==> src/hdl/lmsd_pkg.sv <==
`timescale 1ns / 1ps
// Shared types, codes and the pixel-to-pin map of the LED matrix scan driver.
// Used by lmsd_scan_timer and led_matrix_scan_driver_unit.
package lmsd_pkg;

	localparam int unsigned PIX_DIM     = 5;
	localparam int unsigned ROW_COUNT   = 3;
	localparam int unsigned COL_COUNT   = 9;
	localparam int unsigned ROW_W       = 2;
	localparam int unsigned COL_IDX_W   = 4;
	localparam int unsigned COORD_W     = 3;
	localparam int unsigned TICK_W      = 16;
	localparam logic [TICK_W-1:0] SCAN_TICKS_RST = 16'd1000;
	localparam logic [ROW_W-1:0]  LAST_ROW       = 2'd2;

	typedef enum logic [1:0] {
		OP_SET   = 2'd0,
		OP_CLEAR = 2'd1,
		OP_CLS   = 2'd2,
		OP_TICK  = 2'd3
	} op_t;

	typedef logic [COL_COUNT-1:0] row_img_t;
	typedef logic [ROW_W-1:0]     row_idx_t;
	typedef logic [COORD_W-1:0]   coord_t;

	typedef struct packed {
		logic [ROW_W-1:0]     row;
		logic [COL_IDX_W-1:0] col;
	} led_pos_t;

	localparam led_pos_t PIX_MAP [0:PIX_DIM-1][0:PIX_DIM-1] = '{
		'{'{2'd0, 4'd0}, '{2'd1, 4'd3}, '{2'd0, 4'd1}, '{2'd1, 4'd4}, '{2'd0, 4'd2}},
		'{'{2'd2, 4'd3}, '{2'd2, 4'd4}, '{2'd2, 4'd5}, '{2'd2, 4'd6}, '{2'd2, 4'd7}},
		'{'{2'd1, 4'd1}, '{2'd0, 4'd8}, '{2'd1, 4'd2}, '{2'd2, 4'd8}, '{2'd1, 4'd0}},
		'{'{2'd0, 4'd7}, '{2'd0, 4'd6}, '{2'd0, 4'd5}, '{2'd0, 4'd4}, '{2'd0, 4'd3}},
		'{'{2'd2, 4'd2}, '{2'd1, 4'd6}, '{2'd2, 4'd0}, '{2'd1, 4'd5}, '{2'd2, 4'd1}}
	};

endpackage

==> src/hdl/lmsd_scan_timer.sv <==
`timescale 1ns / 1ps
// Dwell counter and active row stepper of the LED matrix scan driver.
// Depends on lmsd_pkg.
module lmsd_scan_timer (
	input  logic                         clk,
	input  logic                         arst_n,
	input  logic                         advance,
	input  logic                         tick,
	input  logic [lmsd_pkg::TICK_W-1:0]  scan_ticks,
	output lmsd_pkg::row_idx_t           row_next
);
	import lmsd_pkg::*;

	logic [TICK_W-1:0] dwell_q;
	row_idx_t          row_q;
	logic [TICK_W:0]   dwell_inc;
	logic              wrap;
	logic [TICK_W-1:0] dwell_next;

	assign dwell_inc = {1'b0, dwell_q} + {{TICK_W{1'b0}}, 1'b1};
	assign wrap      = dwell_inc >= {1'b0, scan_ticks};

	always_comb begin
		row_next   = row_q;
		dwell_next = dwell_q;
		if (tick) begin
			if (wrap) begin
				dwell_next = '0;
				row_next   = (row_q >= LAST_ROW) ? '0 : row_q + row_idx_t'(1);
			end else begin
				dwell_next = dwell_inc[TICK_W-1:0];
			end
		end
	end

	always_ff @(posedge clk or negedge arst_n) begin
		if (!arst_n) begin
			dwell_q <= '0;
			row_q   <= '0;
		end else if (advance) begin
			dwell_q <= dwell_next;
			row_q   <= row_next;
		end
	end

endmodule

==> src/hdl/led_matrix_scan_driver_unit.sv <==
`timescale 1ns / 1ps
// LED matrix scan driver: 5x5 pixels on 3 rows by 9 columns, one pin word per input word.
// Words pass the input and output registers; one word per cycle while out_stall is low.
// Input register, then one pass of pixel update and scan step into the output register.
// Reset clears the screen, the scan row and the dwell count; scan_ticks resets to 1000.
// Depends on lmsd_pkg and lmsd_scan_timer.
module led_matrix_scan_driver_unit (
	input  logic                                  clk,
	input  logic                                  arst_n,
	input  logic                                  cfg_valid,
	output logic                                  cfg_ready,
	input  logic [lmsd_pkg::TICK_W-1:0]           scan_ticks,
	input  logic                                  in_valid,
	output logic                                  in_stall,
	input  lmsd_pkg::op_t                         operation,
	input  lmsd_pkg::coord_t                      pixel_x,
	input  lmsd_pkg::coord_t                      pixel_y,
	output logic                                  out_valid,
	input  logic                                  out_stall,
	output logic [lmsd_pkg::ROW_COUNT-1:0]        row_lines,
	output logic [lmsd_pkg::COL_COUNT-1:0]        column_lines,
	output lmsd_pkg::row_idx_t                    active_row
);
	import lmsd_pkg::*;

	logic [TICK_W-1:0] scan_ticks_q;
	logic              valid_s1;
	op_t               op_s1;
	coord_t            x_s1;
	coord_t            y_s1;
	logic              move;
	row_img_t          img_q [ROW_COUNT];
	row_img_t          img_next [ROW_COUNT];
	row_idx_t          row_next;
	led_pos_t          pos;
	logic              in_range;
	row_img_t          bit_mask;
	row_img_t          cols_on;

	assign cfg_ready = 1'b1;

	always_ff @(posedge clk or negedge arst_n) begin
		if (!arst_n) begin
			scan_ticks_q <= SCAN_TICKS_RST;
		end else if (cfg_valid) begin
			scan_ticks_q <= scan_ticks;
		end
	end

	assign move     = valid_s1 && !(out_valid && out_stall);
	assign in_stall = valid_s1 && !move;

	always_ff @(posedge clk or negedge arst_n) begin
		if (!arst_n) begin
			valid_s1 <= 1'b0;
		end else if (!in_stall) begin
			valid_s1 <= in_valid;
		end
	end

	always_ff @(posedge clk) begin
		if (in_valid && !in_stall) begin
			op_s1 <= operation;
			x_s1  <= pixel_x;
			y_s1  <= pixel_y;
		end
	end

	assign in_range = (x_s1 < COORD_W'(PIX_DIM)) && (y_s1 < COORD_W'(PIX_DIM));

	always_comb begin
		pos = '0;
		if (in_range) begin
			pos = PIX_MAP[x_s1][y_s1];
		end
	end

	assign bit_mask = row_img_t'(1) << pos.col;

	always_comb begin
		for (int r = 0; r < ROW_COUNT; r++) begin
			img_next[r] = img_q[r];
			case (op_s1)
				OP_SET: begin
					if (in_range && pos.row == ROW_W'(r)) begin
						img_next[r] = img_q[r] | bit_mask;
					end
				end
				OP_CLEAR: begin
					if (in_range && pos.row == ROW_W'(r)) begin
						img_next[r] = img_q[r] & ~bit_mask;
					end
				end
				OP_CLS: begin
					img_next[r] = '0;
				end
				default: begin
					img_next[r] = img_q[r];
				end
			endcase
		end
	end

	always_ff @(posedge clk or negedge arst_n) begin
		if (!arst_n) begin
			for (int r = 0; r < ROW_COUNT; r++) begin
				img_q[r] <= '0;
			end
		end else if (move) begin
			for (int r = 0; r < ROW_COUNT; r++) begin
				img_q[r] <= img_next[r];
			end
		end
	end

	lmsd_scan_timer u_scan_timer (
		.clk        (clk),
		.arst_n     (arst_n),
		.advance    (move),
		.tick       (op_s1 == OP_TICK),
		.scan_ticks (scan_ticks_q),
		.row_next   (row_next)
	);

	always_comb begin
		case (row_next)
			2'd0:    cols_on = img_next[0];
			2'd1:    cols_on = img_next[1];
			2'd2:    cols_on = img_next[2];
			default: cols_on = img_next[0];
		endcase
	end

	always_ff @(posedge clk or negedge arst_n) begin
		if (!arst_n) begin
			out_valid <= 1'b0;
		end else if (!(out_valid && out_stall)) begin
			out_valid <= valid_s1;
		end
	end

	always_ff @(posedge clk) begin
		if (move) begin
			row_lines    <= ROW_COUNT'(1) << row_next;
			column_lines <= ~cols_on;
			active_row   <= row_next;
		end
	end

endmodule

==> config.mk <==
export PLATFORM = sky130hd
export DESIGN_NAME = led_matrix_scan_driver_unit
export DESIGN_NICKNAME = d
export VERILOG_FILES = /design/src/hdl/lmsd_pkg.sv /design/src/hdl/lmsd_scan_timer.sv /design/src/hdl/led_matrix_scan_driver_unit.sv
export SDC_FILE = /design/constraint.sdc
export NUM_CORES = 1
export LEC_CHECK = 0
export ABC_AREA = 1
export BUFFER_PORTS_ARGS = -buffer_cell sky130_fd_sc_hd__clkbuf_2
export CAP_MARGIN = 40
export CORE_MARGIN = 4
export CORE_UTILIZATION = 54
export CTS_CLUSTER_DIAMETER = 120
export DETAILED_ROUTE_END_ITERATION = 7
export PLACE_DENSITY_LB_ADDON = 0.2
export SYNTH_ARGS = -nofsm -noshare
export SYNTH_HDL_FRONTEND = slang
export SYNTH_HIERARCHICAL = 1
export SYNTH_SLANG_ARGS = --single-unit
==> constraint.sdc <==
create_clock -name clk -period 3.5 [get_ports clk]
set_input_delay 0.175 -clock clk [delete_from_list [all_inputs] [get_ports clk]]
set_output_delay 0.175 -clock clk [all_outputs]
set_load 0.02 [all_outputs]
# Word level (Yosys, flattened, before mapping)

Memories as Yosys holds them, arrays and structs flattened.
Index checks and enable logic that the tools add are counted.

Register bits after elaboration: 85
Memory bits (read-only): 240
Output and inout bits: 17
Word-level logic and storage cells: 76
Memories kept: 1
Input port bits: 29

Memory list:

| memory          | depth | width | rd ports | clocked after Yosys merged registers in | write ports | line                              | RTL |
|---|---|---|---|---|---|---|---|
| (no name shown) | 8     | 30    | 1        | 0                                       | 0           | led_matrix_scan_driver_unit.sv:74 | `pos = PIX_MAP[x_s1][y_s1];` |

Bitwise gates (word level): 10
Reduce and logical (&&, ||, !) cells: 14
$add $sub $neg: 2
Order comparisons: 6
Equal/unequal tests: 7
Shift operators: 2
Multiplexer cells: 20

Operator list:

| kind                                                      | number |
|---|---|
| case mux 9 bit (3 select lines)                           | 3 |
| 2-to-1 mux 30 bit                                         | 2 |
| 2-to-1 mux 9 bit                                          | 6 |
| bitwise AND 9 bit                                         | 3 |
| OR 9 bit                                                  | 3 |
| binary-select mux 6 bit (select 3 bit)                    | 1 |
| 2-to-1 mux 6 bit                                          | 3 |
| NOT 9 bit                                                 | 2 |
| case mux 9 bit (2 select lines)                           | 1 |
| adder 16 x 1 -> 17 bit (second input constant)            | 1 |
| greater-or-equal comparator 17 x 16 -> 1 bit              | 1 |
| 2-to-1 mux 16 bit                                         | 1 |
| left shift 1 x 4 -> 9 bit (first input constant)          | 1 |
| == test 2 bit (second input constant)                     | 4 |
| greater-or-equal comparator 4 bit (second input constant) | 2 |
| logical AND 1 bit                                         | 8 |
| NOT 3 -> 4 bit                                            | 2 |
| == test 2 x 1 -> 1 bit (second input constant)            | 3 |
| < comparator 3 bit (second input constant)                | 2 |
| 2-to-1 mux 2 bit                                          | 3 |
| zero test 2 bit                                           | 2 |
| zero test 1 bit                                           | 3 |
| left shift 1 x 2 -> 3 bit (first input constant)          | 1 |
| adder 2 x 1 -> 2 bit (second input constant)              | 1 |
| 2 further kinds                                           | 2 |

# Depth between registers and ports, before layout

Gate-level depths: netlist of run 1.

Word-level depth: 15
Gate-level depth with buffers: 23

# Cells and area by module

The synthesis of run 1 kept the hierarchy.

Modules (own cells, without submodules):

| module                      | instances | seq. area each (um^2) | area each (um^2) | cells an instance |
|---|---|---|---|---|
| led_matrix_scan_driver_unit | 1         | 1794.2                | 3662.3           | 445 |
| lmsd_scan_timer             | 1         | 450.4                 | 1516.5           | 218 |

# Least setup slack after synthesis of run 1

No wires, ideal clock.

Path kind: register -> register
Start point: reg u_scan_timer.dwell_q[0]
End point: reg column_lines[0] in the netlist's numbering (data pin)
Library setup time: 0.254 ns
Stages on the path, launching flop included: 24
Data required time: 3.246 ns
Setup slack: -0.099 ns
Data arrival time: 3.345 ns
Buffers on the path: 1
Path through: dfrtp_1 -> ha_1 -> nand2_1 -> nor2_2 -> nand2_2 -> nor2_1 -> nand2_1 -> xor2_1 -> ha_1 -> nand2_1 -> nor2_1 -> nand4_1 -> nor2_1 -> nand2_2 -> nand3_4 -> nand2_1 -> nand2_1 -> and2_1 -> inv_1 -> ha_1 -> clkbuf_1 -> clkinv_1 -> nand3_1 -> nand2_1

Longest elaborated chain between the ends: 7
Elaborated cells between the ends (all ways): 8

Ends and longest elaborated chain:

| item                                                           | line                               | RTL |
|---|---|---|
| start: declaration                                             | lmsd_scan_timer.sv:14              | `logic [TICK_W-1:0] dwell_q;` |
| start signal: assignment                                       | lmsd_scan_timer.sv:41              | `dwell_q <= dwell_next;` |
| adder 16 x 1 -> 17 bit (*)                                     | lmsd_scan_timer.sv:20              | `assign dwell_inc = {1'b0, dwell_q} + {{TICK_W{1'b0}}, 1'b1};` |
| greater-or-equal comparator 17 x 16 -> 1 bit (*)               | lmsd_scan_timer.sv:21              | `assign wrap = dwell_inc >= {1'b0, scan_ticks};` |
| 2-to-1 mux 2 bit (*)                                           | lmsd_scan_timer.sv:27              | `if (wrap) begin` |
| 2-to-1 mux 2 bit (*)                                           | lmsd_scan_timer.sv:26              | `if (tick) begin` |
| net row_next[0]                                                | led_matrix_scan_driver_unit.sv:34  | `row_idx_t row_next;` |
| == test 2 bit / == test 2 x 1 -> 1 bit (equally long branches) | led_matrix_scan_driver_unit.sv:126 | `case (row_next)` |
| case mux 9 bit (2 select lines) (*)                            | led_matrix_scan_driver_unit.sv:126 |  |
| NOT 9 bit (*)                                                  | led_matrix_scan_driver_unit.sv:145 | `column_lines <= ~cols_on;` |
| end signal: assignment                                         | led_matrix_scan_driver_unit.sv:145 |  |
| end: declaration                                               | led_matrix_scan_driver_unit.sv:21  | `output logic [lmsd_pkg::COL_COUNT-1:0] column_lines,` |

The timed path passes the listed nets; every way through them passes the cells marked *.
A chain may end at the register's enable or synchronous reset.

# Worst setup path after layout of run 1

Start point: reg u_scan_timer.dwell_q[0]
End point: reg column_lines[1] in the netlist's numbering (data pin)

Same word-level chain as after synthesis.

==> results of run 1 <==
registers in the layout, indices dropped and copies added, names as in the netlist:
register / count
active_row: 2
column_lines: 9
img_q: 27
op_s1: 2
out_valid: 1
row_lines: 3
scan_ticks_q: 16
u_scan_timer/dwell_q: 16
u_scan_timer/row_q: 2
valid_s1: 1
x_s1: 3
y_s1: 3
placed cells by master (no fill, tap or decap), drive strengths merged:
cell type    netlist  layout
a21oi              7       7
nand3             84      84
a21o               1       1
dfstp              6       6
or2                4       4
o21bai             1       1
conb               1       1
xor2              11      11
nor3               8       8
inv               86      87
ha                23      23
buf                7      14
clkbuf            11      58
mux2              16      16
and2               2       2
nand2            214     214
dfrtp             57      57
nand3b             3       3
nand4              7       7
dlygate4sd3        0       6
o21ai             50      50
clkinv             2       3
xnor2              1       1
nor2              39      39
edfxtp            22      22
kinds of logic after synthesis:
logic type | after synthesis | share of synthesized area (%)
and+or+nand+nor | 361 | 31.8
xor gates and xnor gates | 12 | 2.03
buffers and inverters | 106 | 7.92
AOI/OAI and AO/OA | 59 | 5.80
adders and majority gates | 23 | 5.56
other | 1 | 0.0724
DFF | 85 | 43.3
muxes | 16 | 3.48
final cells by class:
type                    count  area (sq um)
repair buffers             64           413
clock buffers              14           185
clock inverters             2          13.8
well taps                 129           161
flip-flops and latches     85          2240
inverters                  88           333
fillers                   782          3290
multi-input cells         472          2640
Yosys cell counts, drive strengths merged:
cell type and n:
nor3 8, clkinv 2, dfrtp 57, mux2 16, dfstp 6, clkbuf 11, or2 4, nand4 7
xnor2 1, a21oi 7, nand3b 3, ha 23, o21ai 50, inv 86, a21o 1, edfxtp 22
nor2 39, and2 2, conb 1, xor2 11, nand3 84, o21bai 1, buf 7, nand2 214
path summary, 6_finish.rpt:
path | end | slack (ps) | cells past startpoint
min | x_s1[2] | 7 | 1
max | column_lines[1] | 40 | 23
max in group asynchronous | img_q[17] | 2130 | 3
max reg2reg | column_lines[1] | 40 | 23
min reg2reg | img_q[20] | 480 | 2
min in group asynchronous | scan_ticks_q[4] | 400 | 2
worst reg2reg max path, stage by stage, from the launching register on:
cell and delay, ps:
sky130_fd_sc_hd__dfrtp_1 400, sky130_fd_sc_hd__ha_2 200, sky130_fd_sc_hd__nand2_1 90, sky130_fd_sc_hd__nor2_4 160, sky130_fd_sc_hd__nand2_4 100, sky130_fd_sc_hd__nor2_4 100, sky130_fd_sc_hd__nand2_1 100, sky130_fd_sc_hd__xor2_2 170
sky130_fd_sc_hd__ha_1 300, sky130_fd_sc_hd__nand2_1 80, sky130_fd_sc_hd__nor2_1 150, sky130_fd_sc_hd__nand4_1 140, sky130_fd_sc_hd__nor2_1 140, sky130_fd_sc_hd__nand2_2 80, sky130_fd_sc_hd__nand3_4 100, sky130_fd_sc_hd__nand2_1 70
sky130_fd_sc_hd__nand2_1 100, sky130_fd_sc_hd__and2_4 160, sky130_fd_sc_hd__buf_6 110, sky130_fd_sc_hd__ha_4 140, sky130_fd_sc_hd__buf_12 110, sky130_fd_sc_hd__nand3_1 80, sky130_fd_sc_hd__nand3_1 90, sky130_fd_sc_hd__nand2_1 50
layer usage:
metal,up-vias,part of all wire (%)
met4,0,1.5
met3,16,5.6
met1,2118,45
met5,-,0
li1,2250,-
met2,148,48
report_power, final:
| group | internal [uW] | switching, uW | leakage (uW) | total [uW] |
|---|---|---|---|---|
| clock | 346 | 354 | 0.000101 | 701 |
| sequential | 1250 | 113 | 0.00102 | 1370 |
| combinational | 550 | 872 | 0.00190 | 1420 |
per-stage QoR:
stage,TNS [ps],cells
5_1_grt,-1190,854
3_3_place_gp,0,829
4_1_cts,0,851
3_5_place_dp,0,829
6_report,0,854
2_1_floorplan,0,663
what timing repair did:
action                     CTS  global route
setup buffers                0             4
hold buffers                 6             0
hold endpoints to repair    23             0
gates resized for setup      0            33
setup endpoints to repair    0             9
==> impl_metrics.xml, run 1 <==
<?xml version="1.0" encoding="UTF-8"?>
<metrics>
  <group name="global_route">
    <metric name="grt_overflow_total" unit="">0</metric>
    <metric name="grt_start_max_net_pins" unit="">43</metric>
    <metric name="gr-usage-met1" unit="%">29.0</metric>
    <metric name="globalRouteMet2Util" unit="%">34.1</metric>
    <metric name="met3_usage" unit="%">2.55</metric>
    <metric name="via_count_of_the_first_global_routing_pass" unit="">4249</metric>
    <metric name="global_route.usage.total" unit="%">20.9</metric>
    <metric name="grt_antenna_before_repair" unit="">0</metric>
    <metric name="first_pass_grt_wire_length" unit="microns">19300</metric>
    <metric name="global_route.peak_usage_layer" unit="">met2</metric>
  </group>
  <group name="power">
    <metric name="power-per-cell-area" unit="nW/um^2">583</metric>
    <metric name="finalPower" unit="uW">3490</metric>
    <metric name="vdd.ir_drop.worst" unit="uV">260</metric>
    <metric name="static_leakage" unit="uW">0.00302</metric>
  </group>
  <group name="die">
    <metric name="start_util" unit="%">55.8</metric>
    <metric name="core_area" unit="sq um">9280</metric>
    <metric name="dieHeight" unit="microns">106</metric>
    <metric name="io_pins" unit="">46</metric>
    <metric name="std_cell_rows" unit="">35</metric>
    <metric name="die_footprint" unit="sq um">11200</metric>
    <metric name="dieWidth" unit="microns">106</metric>
  </group>
  <group name="logic_synthesis">
    <metric name="library_cells_used_by_synthesis" unit="">37</metric>
    <metric name="synth-seq-area-share" unit="%">43.3</metric>
    <metric name="post_synth_main_area_contributors" unit="">sky130_fd_sc_hd__dfrtp_1 (28%), sky130_fd_sc_hd__nand2_1 (15%), sky130_fd_sc_hd__edfxtp_1 (13%)</metric>
    <metric name="syn-cell-area" unit="sq um">5180</metric>
    <metric name="post_synth.cell_area_avg" unit="sq um">7.81</metric>
    <metric name="postSynthNetCount" unit="">715</metric>
    <metric name="synth.ff_latch_count" unit="">85</metric>
    <metric name="yosysTopAreaCellShare" unit="%">27.5</metric>
    <metric name="synth_largest_area_cell" unit="">sky130_fd_sc_hd__dfrtp_1</metric>
    <metric name="ys.warnings.count" unit="">6</metric>
    <metric name="post_synthesis_cell_count" unit="">663</metric>
  </group>
  <group name="clock_tree">
    <metric name="cts_tree" unit="">done</metric>
    <metric name="root_buffer" unit="">sky130_fd_sc_hd__clkbuf_8</metric>
    <metric name="clock_pin_slew_on_the_worst_setup_and_hold_paths" unit="ps">80</metric>
    <metric name="cts-buffers-inserted" unit="">9</metric>
    <metric name="clkSinkCount" unit="">85</metric>
    <metric name="clkLatencyLatePin" unit="ps">360</metric>
    <metric name="cts_max_level" unit="">3</metric>
    <metric name="maximum_clock_path_buffer_count" unit="">2</metric>
  </group>
  <group name="critical_path">
    <metric name="worst-path-max-fanout" unit="">5</metric>
    <metric name="data_required_time_at_the_worst_endpoint" unit="ps">3610</metric>
    <metric name="crit_start" unit="">u_scan_timer/dwell_q[0]</metric>
    <metric name="worstPathArrival" unit="ps">3580</metric>
    <metric name="regToRegStartpoint" unit="">u_scan_timer/dwell_q[0]</metric>
    <metric name="critPathLaunchType" unit="">register</metric>
    <metric name="timing.critical_path.cells" unit="">ha_2, nand2_1, nor2_4, nand2_4, nor2_4, nand2_1, xor2_2, ha_1, nand2_1, nor2_1, nand4_1, nor2_1, nand2_2, nand3_4, nand2_1, nand2_1, and2_4, buf_6, ha_4, buf_12, nand3_1, nand3_1, nand2_1</metric>
    <metric name="timing.critical_path.max_delay_family" unit="">simple AND/OR/NAND/NOR gates</metric>
    <metric name="crit_slowest_cell" unit="">sky130_fd_sc_hd__dfrtp_1</metric>
    <metric name="crit_top_cell" unit="">sky130_fd_sc_hd__nand2_1</metric>
    <metric name="cp.buffers_inverters" unit="">2</metric>
    <metric name="timing.setup.critical_path_class" unit="">register to register</metric>
    <metric name="setup.worst_path.end_class" unit="">register</metric>
    <metric name="max_stage_delay" unit="ps">400</metric>
  </group>
  <group name="status">
    <metric name="outcome" unit="">finished, final reports clean</metric>
  </group>
  <group name="timing">
    <metric name="setup_violations" unit="">0</metric>
    <metric name="timing.final.crit_share" unit="%">98.9</metric>
    <metric name="count_of_final_max_slew_check_failures" unit="">0</metric>
    <metric name="worst_pin_slew" unit="ps">749</metric>
    <metric name="max_clock_freq" unit="MHz">289</metric>
    <metric name="fin_skew" unit="ps">14.1</metric>
    <metric name="post-route-min-period" unit="ps">3460</metric>
    <metric name="finalHoldWorstSlack" unit="ps">6.51</metric>
    <metric name="final_hold_viol_count" unit="">0</metric>
    <metric name="worst_slew_margin_rel" unit="%">49.8</metric>
    <metric name="fin_ws" unit="ps">37.5</metric>
  </group>
  <group name="placed_design">
    <metric name="detailedPlacementHpwl" unit="microns">8330</metric>
    <metric name="finalWeightedCongestion" unit="">0.853</metric>
    <metric name="port_buffers" unit="">44</metric>
    <metric name="placement.setup.worst_slack" unit="ps">23.3</metric>
    <metric name="placedInstanceArea" unit="sq um">5580</metric>
  </group>
  <group name="layout">
    <metric name="fin_nets" unit="">772</metric>
    <metric name="post-route-util" unit="%">64.5</metric>
    <metric name="diode_insertion_count_for_antenna_repair" unit="">0</metric>
    <metric name="final_area" unit="sq um">5990</metric>
    <metric name="drive_gt1_share" unit="%">19.9</metric>
    <metric name="area.growth.synth_to_final" unit="%">15.7</metric>
  </group>
  <group name="drt">
    <metric name="wirelength" unit="microns">11600</metric>
    <metric name="dr.first_iter.drc_count" unit="">275</metric>
    <metric name="drc" unit="">0</metric>
    <metric name="dr_total_vias" unit="">4532</metric>
    <metric name="drt_first_pass_iters" unit="">5</metric>
    <metric name="detail_route.vias_per_cell" unit="">5.31</metric>
    <metric name="post_drt_wl_per_cell" unit="microns">13.5</metric>
    <metric name="antenna_left" unit="">0</metric>
  </group>
  <group name="min_path">
    <metric name="hold_path_startpoint" unit="">pixel_x[2]</metric>
    <metric name="worst_hold_path_type" unit="">input port to register</metric>
  </group>
  <group name="flow_run">
    <metric name="maxCapViolations" unit="">0</metric>
  </group>
</metrics>
Note: power is estimated with default switching activity, not from simulation.
==> run 2, diff against run 1 <==
Settings changed: ABC_AREA 1 to unset, CORE_UTILIZATION 54 to 55.
==> impl_metrics.xml, run 2 <==
<?xml version="1.0" encoding="UTF-8"?>
<metrics>
  <group name="status">
    <metric name="outcome" unit="">complete, but fails checks</metric>
    <metric name="failed_checks" unit="">negative setup slack</metric>
  </group>
  <group name="clock_tree">
    <metric name="clock_pin_slew_on_the_worst_setup_and_hold_paths" unit="ps">90</metric>
    <metric name="cts_tree" unit="">done</metric>
    <metric name="cts_max_level" unit="">3</metric>
    <metric name="clkSinkCount" unit="">85</metric>
    <metric name="cts-buffers-inserted" unit="">9</metric>
    <metric name="root_buffer" unit="">sky130_fd_sc_hd__clkbuf_8</metric>
    <metric name="clkLatencyLatePin" unit="ps">360</metric>
    <metric name="maximum_clock_path_buffer_count" unit="">2</metric>
  </group>
  <group name="critical_path">
    <metric name="data_required_time_at_the_worst_endpoint" unit="ps">3610</metric>
    <metric name="timing.reg2reg.worst_path_depth" unit="">20</metric>
    <metric name="regToRegStartpoint" unit="">u_scan_timer/dwell_q[1]</metric>
    <metric name="crit_start" unit="">u_scan_timer/dwell_q[1]</metric>
    <metric name="timing.critical_path.cells" unit="">nand3_4, buf_6, nor3_4, nand4_1, xnor2_1, ha_1, nand2_2, nor3_2, buf_4, o31ai_4, nand3_2, o21ai_4, mux2_4, inv_4, ha_4, nor3b_4, buf_6, nand2_2, mux2i_2, a2111oi_2</metric>
    <metric name="max_stage_delay" unit="ps">420</metric>
    <metric name="setup.worst_path.end_class" unit="">register</metric>
    <metric name="critPathLaunchType" unit="">register</metric>
    <metric name="worst-path-max-fanout" unit="">5</metric>
    <metric name="crit-reg2reg-capture" unit="">column_lines[2]</metric>
    <metric name="timing.critical_path.to" unit="">column_lines[2]</metric>
    <metric name="worstPathArrival" unit="ps">4170</metric>
    <metric name="setup.reg_to_reg.worst_slack" unit="ps">-570</metric>
    <metric name="timing.setup.critical_path_class" unit="">register to register</metric>
    <metric name="crit_slowest_cell" unit="">sky130_fd_sc_hd__dfrtp_2</metric>
  </group>
  <group name="layout">
    <metric name="registers.top_by_ff_count" unit="">img_q</metric>
    <metric name="largest_register_ffs" unit="">27</metric>
    <metric name="area.growth.synth_to_final" unit="%">25.3</metric>
    <metric name="drive_gt1_share" unit="%">33.4</metric>
    <metric name="diode_insertion_count_for_antenna_repair" unit="">0</metric>
    <metric name="final_cell_mix" unit="">sky130_fd_sc_hd__buf_4 (62), sky130_fd_sc_hd__nand2_1 (55), sky130_fd_sc_hd__dfrtp_1 (54), sky130_fd_sc_hd__clkbuf_2 (44), sky130_fd_sc_hd__a21oi_1 (34)</metric>
    <metric name="fin_nets" unit="">696</metric>
    <metric name="post-route-util" unit="%">71.3</metric>
    <metric name="largest_registers" unit="">img_q x27, scan_ticks_q x16, u_scan_timer/dwell_q x16</metric>
    <metric name="commonest_non_fill_non_tap_cell_in_the_layout" unit="">sky130_fd_sc_hd__buf_4</metric>
  </group>
  <group name="die">
    <metric name="dieHeight" unit="microns">106</metric>
    <metric name="std_cell_rows" unit="">35</metric>
    <metric name="die_footprint" unit="sq um">11300</metric>
    <metric name="io_pins" unit="">46</metric>
    <metric name="start_util" unit="%">56.9</metric>
    <metric name="dieWidth" unit="microns">106</metric>
    <metric name="core_area" unit="sq um">9330</metric>
  </group>
  <group name="logic_synthesis">
    <metric name="library_cells_used_by_synthesis" unit="">69</metric>
    <metric name="post_synth_mux_area_share" unit="%">8.60</metric>
    <metric name="yosys.area_share.adder" unit="%">5.42</metric>
    <metric name="synth_largest_area_cell" unit="">sky130_fd_sc_hd__dfrtp_1</metric>
    <metric name="ys.warnings.count" unit="">6</metric>
    <metric name="synthMostInstantiatedCell" unit="">sky130_fd_sc_hd__nand2_1</metric>
    <metric name="synth.top_cells.by_count" unit="">sky130_fd_sc_hd__nand2_1 (59), sky130_fd_sc_hd__dfrtp_1 (57), sky130_fd_sc_hd__a21oi_1 (35), sky130_fd_sc_hd__nor2_1 (35), sky130_fd_sc_hd__inv_1 (24)</metric>
    <metric name="synth-compound-area-share" unit="%">18.1</metric>
    <metric name="post_synth.cell_area_avg" unit="sq um">9.87</metric>
    <metric name="postSynth.asyncResetShare" unit="%">74.1</metric>
    <metric name="parity_gate_share_of_the_synthesized_area_counting_xor_and_xnor_cells" unit="%">2.48</metric>
    <metric name="synth_flop_cell" unit="">sky130_fd_sc_hd__dfrtp_1</metric>
    <metric name="yosysTopAreaCellShare" unit="%">26.9</metric>
    <metric name="synth_top_family_by_area" unit="">simple AND/OR/NAND/NOR gates</metric>
    <metric name="post_synth_main_area_contributors" unit="">sky130_fd_sc_hd__dfrtp_1 (27%), sky130_fd_sc_hd__edfxtp_1 (12%), sky130_fd_sc_hd__ha_1 (5.4%)</metric>
    <metric name="synth-seq-area-share" unit="%">42.3</metric>
    <metric name="synth_simple_gate_area_share" unit="%">19.2</metric>
    <metric name="synth.ff_latch_count" unit="">85</metric>
    <metric name="post_synthesis_cell_count" unit="">538</metric>
    <metric name="synth_enable_flop_cells" unit="">22</metric>
    <metric name="syn-cell-area" unit="sq um">5310</metric>
    <metric name="postSynthNetCount" unit="">590</metric>
  </group>
  <group name="power">
    <metric name="vdd.ir_drop.worst" unit="uV">244</metric>
    <metric name="power.switching" unit="uW">753</metric>
    <metric name="int_power" unit="uW">1740</metric>
    <metric name="static_leakage" unit="uW">0.00311</metric>
    <metric name="clock_power_share" unit="%">29.0</metric>
    <metric name="combinationalPowerShare" unit="%">24.6</metric>
    <metric name="sw_frac_of_total" unit="%">30.1</metric>
    <metric name="power.share.sequential" unit="%">46.4</metric>
    <metric name="power-per-cell-area" unit="nW/um^2">375</metric>
  </group>
  <group name="global_route">
    <metric name="gr-usage-met1" unit="%">34.1</metric>
    <metric name="global_route.peak_usage_layer" unit="">met2</metric>
    <metric name="first_pass_grt_wire_length" unit="microns">21900</metric>
    <metric name="globalRouteMet2Util" unit="%">38.3</metric>
    <metric name="grt_overflow_total" unit="">0</metric>
    <metric name="global_route.usage.total" unit="%">24.1</metric>
    <metric name="via_count_of_the_first_global_routing_pass" unit="">4526</metric>
    <metric name="grt_start_max_net_pins" unit="">56</metric>
    <metric name="met3_usage" unit="%">3.28</metric>
    <metric name="grt_antenna_before_repair" unit="">0</metric>
  </group>
  <group name="timing">
    <metric name="post-route-min-period" unit="ps">4070</metric>
    <metric name="worst_slew_margin_rel" unit="%">52.7</metric>
    <metric name="fin_ws" unit="ps">-566</metric>
    <metric name="max_clock_freq" unit="MHz">246</metric>
    <metric name="setup_violations" unit="">9</metric>
    <metric name="worst_pin_slew" unit="ps">703</metric>
    <metric name="finalSetupTns" unit="ps">-4750</metric>
    <metric name="timing.final.crit_share" unit="%">116</metric>
    <metric name="fin_skew" unit="ps">11.8</metric>
    <metric name="count_of_final_max_slew_check_failures" unit="">0</metric>
    <metric name="final_hold_viol_count" unit="">0</metric>
    <metric name="grt_setup_unrepaired" unit="">yes</metric>
  </group>
  <group name="drt">
    <metric name="drt_first_pass_iters" unit="">5</metric>
    <metric name="drc" unit="">0</metric>
    <metric name="dr_total_vias" unit="">4499</metric>
    <metric name="antenna_left" unit="">0</metric>
    <metric name="wirelength" unit="microns">13100</metric>
    <metric name="post_drt_wl_per_cell" unit="microns">16.9</metric>
    <metric name="dr.first_iter.drc_count" unit="">295</metric>
    <metric name="detail_route.vias_per_cell" unit="">5.78</metric>
  </group>
  <group name="placed_design">
    <metric name="detailedPlacementHpwl" unit="microns">9120</metric>
    <metric name="port_buffers" unit="">44</metric>
    <metric name="finalWeightedCongestion" unit="">0.847</metric>
  </group>
  <group name="flow_run">
    <metric name="maxCapViolations" unit="">0</metric>
  </group>
  <group name="min_path">
    <metric name="worst_hold_path_type" unit="">input port to register</metric>
  </group>
</metrics>
run 2: layout make-up:
cell class              count  area (sq um)
inverters                  24          92.6
well taps                 129           161
clock inverters             2          11.3
clock buffers              14           195
multi-input cells         405          3110
fillers                   678          2680
flip-flops and latches     85          2250
repair buffers            119           837
run 2: cells by family after synthesis:
group | count (synthesis)
flip-flops | 85
XOR/XNOR | 15
AO/OA/AOI/OAI | 138
multiplexers | 42
adder cells (fa/ha/maj) | 23
other | 1
AND/OR/NAND/NOR | 186
buffers and inverters | 48
run 2: how the worst min path moves through the flow:
| stage | start | endpoint | slack (ps) | depth (start not counted) |
|---|---|---|---|---|
| 6_report | in_valid | valid_s1 | 30 | 2 |
| 5_1_grt | in_valid | valid_s1 | 30 | 2 |
| 4_1_cts | in_valid | valid_s1 | 10 | 2 |
| 3_5_place_dp | arst_n | valid_s1 | 170 | 1 |
| 3_3_place_gp | arst_n | img_q[19] | 350 | 1 |
| 2_1_floorplan | arst_n | img_q[0] | -120 | 0 |
run 2: stage by stage:
stage	instances	setup WS [ps]	instance area, sq um	power (uW)	hold slack (ps)
final	778	-566	6650	2500	26.4
after global routing	778	-752	6650	2640	31.0
after CTS	774	-421	6510	2480	11.7
after detailed placement	742	-523	6120	1730	169
after global placement	741	-423	6090	1700	345
after floorplan	538	-385	5420	1540	-121
run 2: worst max-delay path, delay by kind of cell, from the launching register on:
family | cells | cell delay, ps
AND/OR/NAND/NOR | 8 | 1270
AO/OA/AOI/OAI | 3 | 340
flip-flops | 1 | 420
buffers and inverters | 4 | 540
adder cells (fa/ha/maj) | 2 | 470
multiplexers | 2 | 530
XOR/XNOR | 1 | 240
run 2: power groups by stage:
stage | clock, uW | combinational, uW | sequential, uW
2_1_floorplan | 0 | 359 | 1180
3_3_place_gp | 0 | 532 | 1170
3_5_place_dp | 0 | 555 | 1180
4_1_cts | 737 | 594 | 1150
5_1_grt | 789 | 679 | 1170
6_report | 723 | 615 | 1160
run 2: what timing repair did:
action                                  4_1_cts  5_1_grt
pin swaps                                     2       14
resized for setup                             6       24
endpoints found under the setup margin        9        9
hold endpoints to repair                     19        0
setup buffers                                 7        4
hold buffers                                  9        0
run 2: per-layer routing:
layer	share of wire [%]	wire, microns
met4	1.7	217
met3	5.5	721
met1	46	6050
met2	47	6140
met5	0	0
